## src/hw/rtl/bppg_pkg.sv

```systemverilog
// Shared types and constants for the background pattern pixel generator.
// Depends on nothing; the divider pipeline and the top level import it.
package bppg_pkg;

	// Coordinate width default and the width that coordinates are widened to
	// for the constant divisions by ten and five.
	localparam int COORD_BITS_DEF = 12;
	localparam int COORD_EXT_W    = 16;

	// Color channels, eight bits each, blue in channel 0.
	localparam int NUM_CH = 3;
	localparam int CH_W   = 8;
	localparam int RGB_W  = NUM_CH * CH_W;

	// Gradient divisor is frame_width + frame_height.
	localparam int DIM_W  = 13;
	localparam int DEN_W  = DIM_W + 1;
	localparam int PROD_W = CH_W + DEN_W;
	localparam int QUOT_W = CH_W;

	// Configuration port.
	localparam int CFG_IDX_W  = 3;
	localparam int CFG_DATA_W = RGB_W;

	// Reset values of the frame size registers.
	localparam logic [DIM_W-1:0] WIDTH_RST  = DIM_W'(1024);
	localparam logic [DIM_W-1:0] HEIGHT_RST = DIM_W'(768);

	// Division by ten is a multiply by ceil(2^19/10) and a shift; the same
	// constant with a shift of 18 divides by five. Both are exact for any
	// 16-bit dividend.
	localparam int                MAGIC_W     = 17;
	localparam logic [MAGIC_W-1:0] DIV_MAGIC  = 17'd52429;
	localparam int                DIV10_SHIFT = 19;
	localparam int                DIV5_SHIFT  = 18;
	localparam int                Q10_W       = 13;

	typedef enum logic [1:0] {
		MODE_SOLID     = 2'd0,
		MODE_GRADIENT  = 2'd1,
		MODE_PATTERN   = 2'd2,
		MODE_SLIDESHOW = 2'd3
	} fill_mode_t;

	typedef enum logic [CFG_IDX_W-1:0] {
		REG_FILL_MODE = 3'd0,
		REG_PRIMARY   = 3'd1,
		REG_SECONDARY = 3'd2,
		REG_WIDTH     = 3'd3,
		REG_HEIGHT    = 3'd4
	} cfg_reg_t;

	// Where the final color of a pixel comes from.
	typedef enum logic [1:0] {
		SRC_PRIMARY,
		SRC_SECONDARY,
		SRC_HALF,
		SRC_BLEND
	} src_t;

	typedef struct packed {
		logic valid;
		src_t src;
	} div_ctl_t;

	typedef logic [NUM_CH-1:0][PROD_W-1:0] prod_vec_t;
	typedef logic [NUM_CH-1:0][QUOT_W-1:0] quot_vec_t;

endpackage

```

## src/hw/rtl/bppg_div_pipe.sv

```systemverilog
// Pipelined restoring divider for the three color channels, one quotient
// bit per stage. Depends on bppg_pkg.
module bppg_div_pipe (
	input  logic                       clk,
	input  logic                       arst_n,
	input  bppg_pkg::div_ctl_t         ctl_in,
	input  logic [bppg_pkg::DEN_W-1:0] den,
	input  bppg_pkg::prod_vec_t        prod_in,
	output bppg_pkg::div_ctl_t         ctl_out,
	output bppg_pkg::quot_vec_t        quot_out
);
	import bppg_pkg::*;

	div_ctl_t  ctl_sd  [QUOT_W];
	quot_vec_t quot_sd [QUOT_W];
	prod_vec_t rem_sd  [QUOT_W-1];

	for (genvar k = 0; k < QUOT_W; k++) begin : g_stage
		localparam int BIT = QUOT_W - 1 - k;

		div_ctl_t          ctl_prev;
		prod_vec_t         rem_prev;
		quot_vec_t         quot_prev;
		quot_vec_t         quot_next;
		logic [NUM_CH-1:0] ge;
		logic [PROD_W-1:0] dsh;

		if (k == 0) begin : g_first
			assign ctl_prev  = ctl_in;
			assign rem_prev  = prod_in;
			assign quot_prev = '0;
		end else begin : g_next
			assign ctl_prev  = ctl_sd[k-1];
			assign rem_prev  = rem_sd[k-1];
			assign quot_prev = quot_sd[k-1];
		end

		assign dsh = PROD_W'(den) << BIT;

		always_comb begin
			quot_next = quot_prev;
			for (int ch = 0; ch < NUM_CH; ch++) begin
				ge[ch] = (rem_prev[ch] >= dsh);
				quot_next[ch][BIT] = ge[ch];
			end
		end

		always_ff @(posedge clk or negedge arst_n) begin
			if (!arst_n) begin
				ctl_sd[k] <= '0;
			end else begin
				ctl_sd[k] <= ctl_prev;
			end
		end

		always_ff @(posedge clk) begin
			quot_sd[k] <= quot_next;
		end

		// The last stage has no use for the remainder.
		if (k < QUOT_W - 1) begin : g_rem
			prod_vec_t rem_next;

			always_comb begin
				for (int ch = 0; ch < NUM_CH; ch++) begin
					rem_next[ch] = ge[ch] ? (rem_prev[ch] - dsh) : rem_prev[ch];
				end
			end

			always_ff @(posedge clk) begin
				rem_sd[k] <= rem_next;
			end
		end
	end

	assign ctl_out  = ctl_sd[QUOT_W-1];
	assign quot_out = quot_sd[QUOT_W-1];

endmodule

```

## src/hw/rtl/background_pattern_pixel_generator_unit.sv

```systemverilog
// Top level of the background pattern pixel generator: configuration
// registers, pattern decode, gradient scaling and the output register.
// Depends on bppg_pkg and bppg_div_pipe.

// The unit takes one pixel coordinate per clock on start and returns its
// 24-bit background color as a single-cycle beat on done with pixel_rgb;
// busy is never raised, so a coordinate may be offered in every cycle and
// results come back in the same order and at the same rate. Since the
// receiver cannot stall, it must take each beat in the cycle in which done
// is high. The latency is set by the gradient path: one stage clamps x+y
// and divides the coordinates by ten, one stage forms the channel
// differences times the clamped sum and finishes the checker decode, eight
// stages of a restoring divider produce one quotient bit each, and a last
// stage applies the quotient to the primary color and selects the result.
// Configuration writes through wr_en, wr_index and wr_data take effect at
// once and must only be made while no pixel is in flight, because the
// color and frame-size registers are read directly by several stages.
module background_pattern_pixel_generator_unit #(
	parameter int COORD_BITS = bppg_pkg::COORD_BITS_DEF
) (
	input  logic                            clk,
	input  logic                            arst_n,
	input  logic                            start,
	output logic                            busy,
	input  logic [COORD_BITS-1:0]           pixel_x,
	input  logic [COORD_BITS-1:0]           pixel_y,
	output logic                            done,
	output logic [bppg_pkg::RGB_W-1:0]      pixel_rgb,
	input  logic                            wr_en,
	input  logic [bppg_pkg::CFG_IDX_W-1:0]  wr_index,
	input  logic [bppg_pkg::CFG_DATA_W-1:0] wr_data
);
	import bppg_pkg::*;

	localparam int SUM_W = ((COORD_BITS + 1) > DEN_W) ? (COORD_BITS + 1) : DEN_W;
	localparam int MUL10_W = COORD_EXT_W + MAGIC_W;
	localparam int MUL5_W  = Q10_W + MAGIC_W;

	// Magnitude of the difference between two channel values.
	function automatic logic [CH_W-1:0] chan_diff(logic [CH_W-1:0] a, logic [CH_W-1:0] b);
		return (b >= a) ? (b - a) : (a - b);
	endfunction

	// Move a toward b by mag; mag never exceeds the distance.
	function automatic logic [CH_W-1:0] chan_step(logic [CH_W-1:0] a, logic [CH_W-1:0] b,
			logic [CH_W-1:0] mag);
		return (b >= a) ? (a + mag) : (a - mag);
	endfunction

	// Configuration registers.
	fill_mode_t       fill_mode_q;
	logic [RGB_W-1:0] primary_q;
	logic [RGB_W-1:0] secondary_q;
	logic [DIM_W-1:0] width_q;
	logic [DIM_W-1:0] height_q;

	always_ff @(posedge clk or negedge arst_n) begin
		if (!arst_n) begin
			fill_mode_q <= MODE_GRADIENT;
			primary_q   <= '0;
			secondary_q <= '0;
			width_q     <= WIDTH_RST;
			height_q    <= HEIGHT_RST;
		end else if (wr_en) begin
			unique case (wr_index)
				REG_FILL_MODE: fill_mode_q <= fill_mode_t'(wr_data[1:0]);
				REG_PRIMARY:   primary_q   <= wr_data[RGB_W-1:0];
				REG_SECONDARY: secondary_q <= wr_data[RGB_W-1:0];
				REG_WIDTH:     width_q     <= wr_data[DIM_W-1:0];
				REG_HEIGHT:    height_q    <= wr_data[DIM_W-1:0];
				default: ;
			endcase
		end
	end

	// Gradient divisor; a zero sum of width and height is treated as a divisor of one.
	logic [DEN_W-1:0] den_raw;
	logic [DEN_W-1:0] den;

	assign den_raw = DEN_W'(width_q) + DEN_W'(height_q);
	assign den     = (den_raw == '0) ? DEN_W'(1) : den_raw;

	// The unit never refuses a coordinate.
	assign busy = 1'b0;

	// Stage 1: clamp x+y to the divisor and divide both coordinates by ten.
	logic                 accept;
	logic [SUM_W-1:0]     sum;
	logic [MUL10_W-1:0]   mul10_x;
	logic [MUL10_W-1:0]   mul10_y;
	logic                 valid_s1;
	logic [DEN_W-1:0]     num_s1;
	logic [Q10_W-1:0]     q10x_s1;
	logic [Q10_W-1:0]     q10y_s1;

	assign accept  = start && !busy;
	assign sum     = SUM_W'(pixel_x) + SUM_W'(pixel_y);
	assign mul10_x = MUL10_W'(COORD_EXT_W'(pixel_x)) * MUL10_W'(DIV_MAGIC);
	assign mul10_y = MUL10_W'(COORD_EXT_W'(pixel_y)) * MUL10_W'(DIV_MAGIC);

	always_ff @(posedge clk or negedge arst_n) begin
		if (!arst_n) begin
			valid_s1 <= 1'b0;
		end else begin
			valid_s1 <= accept;
		end
	end

	always_ff @(posedge clk) begin
		num_s1  <= (sum > SUM_W'(den)) ? den : DEN_W'(sum);
		q10x_s1 <= mul10_x[DIV10_SHIFT +: Q10_W];
		q10y_s1 <= mul10_y[DIV10_SHIFT +: Q10_W];
	end

	// Stage 2: channel products for the gradient, and the checker decode.
	// Dividing x/10 by five gives x/50; only the parities matter.
	logic [MUL5_W-1:0] mul5_x;
	logic [MUL5_W-1:0] mul5_y;
	logic              block_even;
	logic              cell_match;
	src_t              src_sel;
	div_ctl_t          ctl_s2;
	prod_vec_t         prod_s2;

	assign mul5_x     = MUL5_W'(q10x_s1) * MUL5_W'(DIV_MAGIC);
	assign mul5_y     = MUL5_W'(q10y_s1) * MUL5_W'(DIV_MAGIC);
	assign block_even = !(mul5_x[DIV5_SHIFT] ^ mul5_y[DIV5_SHIFT]);
	assign cell_match = (q10x_s1[0] == q10y_s1[0]);

	always_comb begin
		unique case (fill_mode_q) inside
			MODE_SOLID: begin
				src_sel = SRC_PRIMARY;
			end
			MODE_PATTERN: begin
				if (!block_even) begin
					src_sel = SRC_SECONDARY;
				end else if (cell_match) begin
					src_sel = SRC_PRIMARY;
				end else begin
					src_sel = SRC_HALF;
				end
			end
			MODE_GRADIENT, MODE_SLIDESHOW: begin
				src_sel = SRC_BLEND;
			end
			default: begin
				src_sel = SRC_BLEND;
			end
		endcase
	end

	always_ff @(posedge clk or negedge arst_n) begin
		if (!arst_n) begin
			ctl_s2 <= '0;
		end else begin
			ctl_s2.valid <= valid_s1;
			ctl_s2.src   <= src_sel;
		end
	end

	always_ff @(posedge clk) begin
		for (int ch = 0; ch < NUM_CH; ch++) begin
			prod_s2[ch] <= PROD_W'(chan_diff(primary_q[ch*CH_W +: CH_W],
				secondary_q[ch*CH_W +: CH_W])) * PROD_W'(num_s1);
		end
	end

	// Stages 3 to 10: divide each product by the divisor.
	div_ctl_t  div_ctl;
	quot_vec_t div_quot;

	bppg_div_pipe u_div (
		.clk      (clk),
		.arst_n   (arst_n),
		.ctl_in   (ctl_s2),
		.den      (den),
		.prod_in  (prod_s2),
		.ctl_out  (div_ctl),
		.quot_out (div_quot)
	);

	// Last stage: step from the primary color by the quotient, or pick one
	// of the fixed colors, and register the result beat.
	logic [RGB_W-1:0] color;
	logic             done_q;
	logic [RGB_W-1:0] pixel_rgb_q;

	always_comb begin
		for (int ch = 0; ch < NUM_CH; ch++) begin
			case (div_ctl.src)
				SRC_PRIMARY: begin
					color[ch*CH_W +: CH_W] = primary_q[ch*CH_W +: CH_W];
				end
				SRC_SECONDARY: begin
					color[ch*CH_W +: CH_W] = secondary_q[ch*CH_W +: CH_W];
				end
				SRC_HALF: begin
					color[ch*CH_W +: CH_W] = chan_step(primary_q[ch*CH_W +: CH_W],
						secondary_q[ch*CH_W +: CH_W],
						chan_diff(primary_q[ch*CH_W +: CH_W],
							secondary_q[ch*CH_W +: CH_W]) >> 1);
				end
				default: begin
					color[ch*CH_W +: CH_W] = chan_step(primary_q[ch*CH_W +: CH_W],
						secondary_q[ch*CH_W +: CH_W], div_quot[ch]);
				end
			endcase
		end
	end

	always_ff @(posedge clk or negedge arst_n) begin
		if (!arst_n) begin
			done_q <= 1'b0;
		end else begin
			done_q <= div_ctl.valid;
		end
	end

	always_ff @(posedge clk) begin
		pixel_rgb_q <= color;
	end

	assign done      = done_q;
	assign pixel_rgb = pixel_rgb_q;

endmodule
```

## config.mk

```make
export PLATFORM = sky130hd
export DESIGN_NAME = background_pattern_pixel_generator_unit
export DESIGN_NICKNAME = d
export VERILOG_FILES = /design/src/hw/rtl/bppg_pkg.sv /design/src/hw/rtl/bppg_div_pipe.sv /design/src/hw/rtl/background_pattern_pixel_generator_unit.sv
export SDC_FILE = /design/constraint.sdc
export NUM_CORES = 2
export LEC_CHECK = 0
export ABC_CLOCK_PERIOD_IN_PS = 7390
export BUFFER_PORTS_ARGS = -buffer_cell sky130_fd_sc_hd__buf_2
export CAP_MARGIN = 20
export CORE_UTILIZATION = 40
export CTS_CLUSTER_SIZE = 25
export DETAILED_ROUTE_END_ITERATION = 10
export GPL_ROUTABILITY_DRIVEN = 1
export GPL_TIMING_DRIVEN = 0
export PLACE_DENSITY = 0.64
export SKIP_LAST_GASP = 1
export SLEW_MARGIN = 20
export SYNTH_ARGS = -nofsm -noshare
export SYNTH_HDL_FRONTEND = slang
export SYNTH_SLANG_ARGS = --single-unit
```

## constraint.sdc

```tcl
create_clock -name clk -period 7.39 [get_ports clk]
set_input_delay 1.478 -clock clk [delete_from_list [all_inputs] [get_ports clk]]
set_output_delay 1.478 -clock clk [all_outputs]
set_load 0.005 [all_outputs]
```

==> flow_metrics.tcl <==
set metrics [dict create \
    status "finished, final reports clean" \
    layout-drive-gt1-share 0.0708 \
    clock_sinks 797 \
    io_pins 81 \
    clockRootBuffer "clkbuf_16" \
    clock_latency_ns 0.73 \
    grt_pass1_vias 46900 \
    ys_async_sr_fraction 0.132 \
    htree_levels 3 \
    mappedNetlistArea_sq_um 60400 \
    criticalPathCategory "reg -> reg" \
    slew-limit-headroom 0.360 \
    hold_class "reg -> reg" \
    cp-startpoint "secondary_q[0]" \
    dieWidth_microns 391 \
    crit_buf_inv 5 \
    drc 0 \
    syn_avg_cell_area_sq_um 9.20 \
    worstPathArrival_ns 7.79 \
    drt-initial-drc-count 2877 \
    io_buffers 79 \
    final_cell_mix "799 x ha_1, 692 x dfxtp_1, 667 x inv_1" \
    path_delay_family "adder cells" \
    cap_violations 0 \
    setup_viol 0 \
    worst_pin_slew_ns 0.952 \
    ys_ff_latch 797 \
    syn_to_final_growth_pct 11.3 \
    r2r_end "prod_s2[19]" \
    cp_slowest_cell "fa_1" \
    clockBufferDepth 3 \
    die_h_microns 391 \
    cp.depth 25 \
    min_period_over_period 0.968 \
    period_minus_slack_ns 7.16 \
    drtPass1Iterations 5 \
    yosys_warnings 0 \
    mostFrequentLayoutCell "ha_1" \
    synthCells 6561 \
    drt_wl_total_mm 156 \
    die_area_sq_um 153000 \
    core_sq_um 150000 \
    synth_cell_type_count 103 \
    gp_congestion 0.928 \
    yosys_most_used_dff "dfxtp_1" \
    clkTransAtPathRegs_ns 0.06 \
    seq_area_frac_synth 0.273 \
    nNetsFinal 7989 \
    postRouteAntennaNets 0 \
    fp-row-count 142 \
    cts_inserted_buffers 87 \
    hold_violations 0 \
    fmax_mhz 140 \
    timing.critical_path.mode_cell "fa_1" \
    crit_end "prod_s2[19]" \
    globalRouteOverflowTotal 0 \
    reg2reg_from "secondary_q[0]" \
    placed_area_sq_um 63900 \
    worstSetupEndpointType "register" \
    slew_viol_final 0 \
    vias 46700 \
    hpwlAfterDp_mm 124 \
    grt_max_degree 62 \
    synth_edf_count 0 \
    finish.instance_area_sq_um 67200 \
    required_ns 8.03 \
    antenna_found_initial 2 \
    grt_pass1_wl_mm 247 \
    vias_per_cell 5.28 \
    critPathMaxFanout 10 \
    avgRoutedWirePerCell_microns 17.6 \
    rsz0062_at_grt "true" \
    cpPeakStageDelay_ns 0.56 \
    start_util 0.403 \
    fin_worst_skew_ns 0.0307 \
    track_usage 0.203 \
    ff2ff_path_depth 25 \
    startpoint_type "register" \
    tritoncts "built" \
    rrSetupSlack_ns 0.23 \
]
## cell usage after synthesis, drive strengths merged, types with 34 or more instances
| master | number | area, sq um |
|---|---|---|
| ha | 800 | 10000 |
| dfxtp | 692 | 13900 |
| inv | 675 | 2530 |
| nand2 | 450 | 1690 |
| a21oi | 400 | 2020 |
| o21ai | 380 | 1910 |
| fa | 372 | 7450 |
| nor2 | 338 | 1270 |
| xnor2 | 242 | 2130 |
| nor2b | 216 | 1350 |
| xor2 | 202 | 1780 |
| and2 | 156 | 976 |
| a21o | 154 | 1160 |
| nor3 | 136 | 708 |
| clkbuf | 126 | 473 |
| nand3 | 102 | 515 |
| dfrtp | 101 | 2530 |
| nand2b | 99 | 619 |
| mux2 | 78 | 878 |
| o21a | 63 | 473 |
| or3 | 59 | 369 |
| nand4 | 58 | 369 |
| mux2i | 57 | 583 |
| a211oi | 51 | 388 |
| nor4 | 45 | 303 |
| o31ai | 45 | 348 |
| and3 | 37 | 246 |
| a31oi | 34 | 234 |
## cell families (layout without fill, tap and decap cells)
group	Yosys count	count (layout)	synth area share
XOR/XNOR	444	444	0.0646
AND/OR/NAND/NOR	1826	1826	0.156
flip-flops	797	797	0.273
buffers and inverters	835	1108	0.0527
adder cells (fa/ha/maj)	1172	1172	0.289
AO/OA/AOI/OAI	1351	1351	0.140
other	1	4	0.0000621
multiplexers	135	135	0.0242
## sequential cells by signal, summed over array words and instances, names as in the netlist, 13 cells and up
name / count
u_div.rem_sd: 462
u_div.quot_sd: 108
prod_s2: 66
pixel_rgb: 24
primary_q: 24
secondary_q: 24
u_div.ctl_sd: 21
num_s1: 14
height_q: 13
width_q: 13
## layer usage
layer	vias up	share of wire	track usage
met5	-	0	0
li1	23000	-	-
met1	22400	0.44	0.255
met2	1052	0.48	0.351
met3	273	0.047	0.0306
met4	0	0.032	0.0699
## timing repair
action / in CTS / in global routing
resized for setup: 17 / 30
cloned: 0 / 0
buffers inserted: 6 / 8
pin swaps: 3 / 5
setup endpoints to repair: 17 / 14
hold buffers: 0 / 0
## metrics by stage
stage	setup TNS (ns)	setup slack [ns]	instances	util	hold WS (ns)
6_report	0	0.235	8853	0.449	0.308
2_1_floorplan	0	0.836	6562	-	0.310
4_1_cts	-0.0158	-0.0158	8847	0.448	0.302
3_3_place_gp	-1098.79	-3.14	8657	0.423	0.310
5_1_grt	-0.159	-0.0570	8851	0.449	0.310
3_5_place_dp	-4.05	-0.504	8679	0.427	0.312
## layout make-up
type | count | area (sq um)
flip-flops and latches | 797 | 16500
fillers | 14200 | 82600
clock buffers | 110 | 2410
well taps | 2016 | 2520
repair buffers | 116 | 983
plain buffers | 153 | 647
diodes | 2 | 5.00
clock inverters | 52 | 624
inverters | 677 | 2540
multi-input cells | 4930 | 41000
## worst min path at each step
stage	from	to	slack [ns]	depth (start not counted)
2_1_floorplan	u_div.quot_sd[0][7]	u_div.quot_sd[0][31]	0.31	0
3_3_place_gp	u_div.quot_sd[1][54]	u_div.quot_sd[1][78]	0.31	0
6_report	u_div.quot_sd[1][27]	u_div.quot_sd[1][51]	0.31	0
3_5_place_dp	u_div.quot_sd[1][22]	u_div.quot_sd[1][46]	0.31	0
4_1_cts	u_div.quot_sd[1][27]	u_div.quot_sd[1][51]	0.30	0
5_1_grt	u_div.quot_sd[1][53]	u_div.quot_sd[1][77]	0.31	0
Power is not shown: default switching activity piles up to over one toggle a cycle in this logic, so the estimate is an artifact.
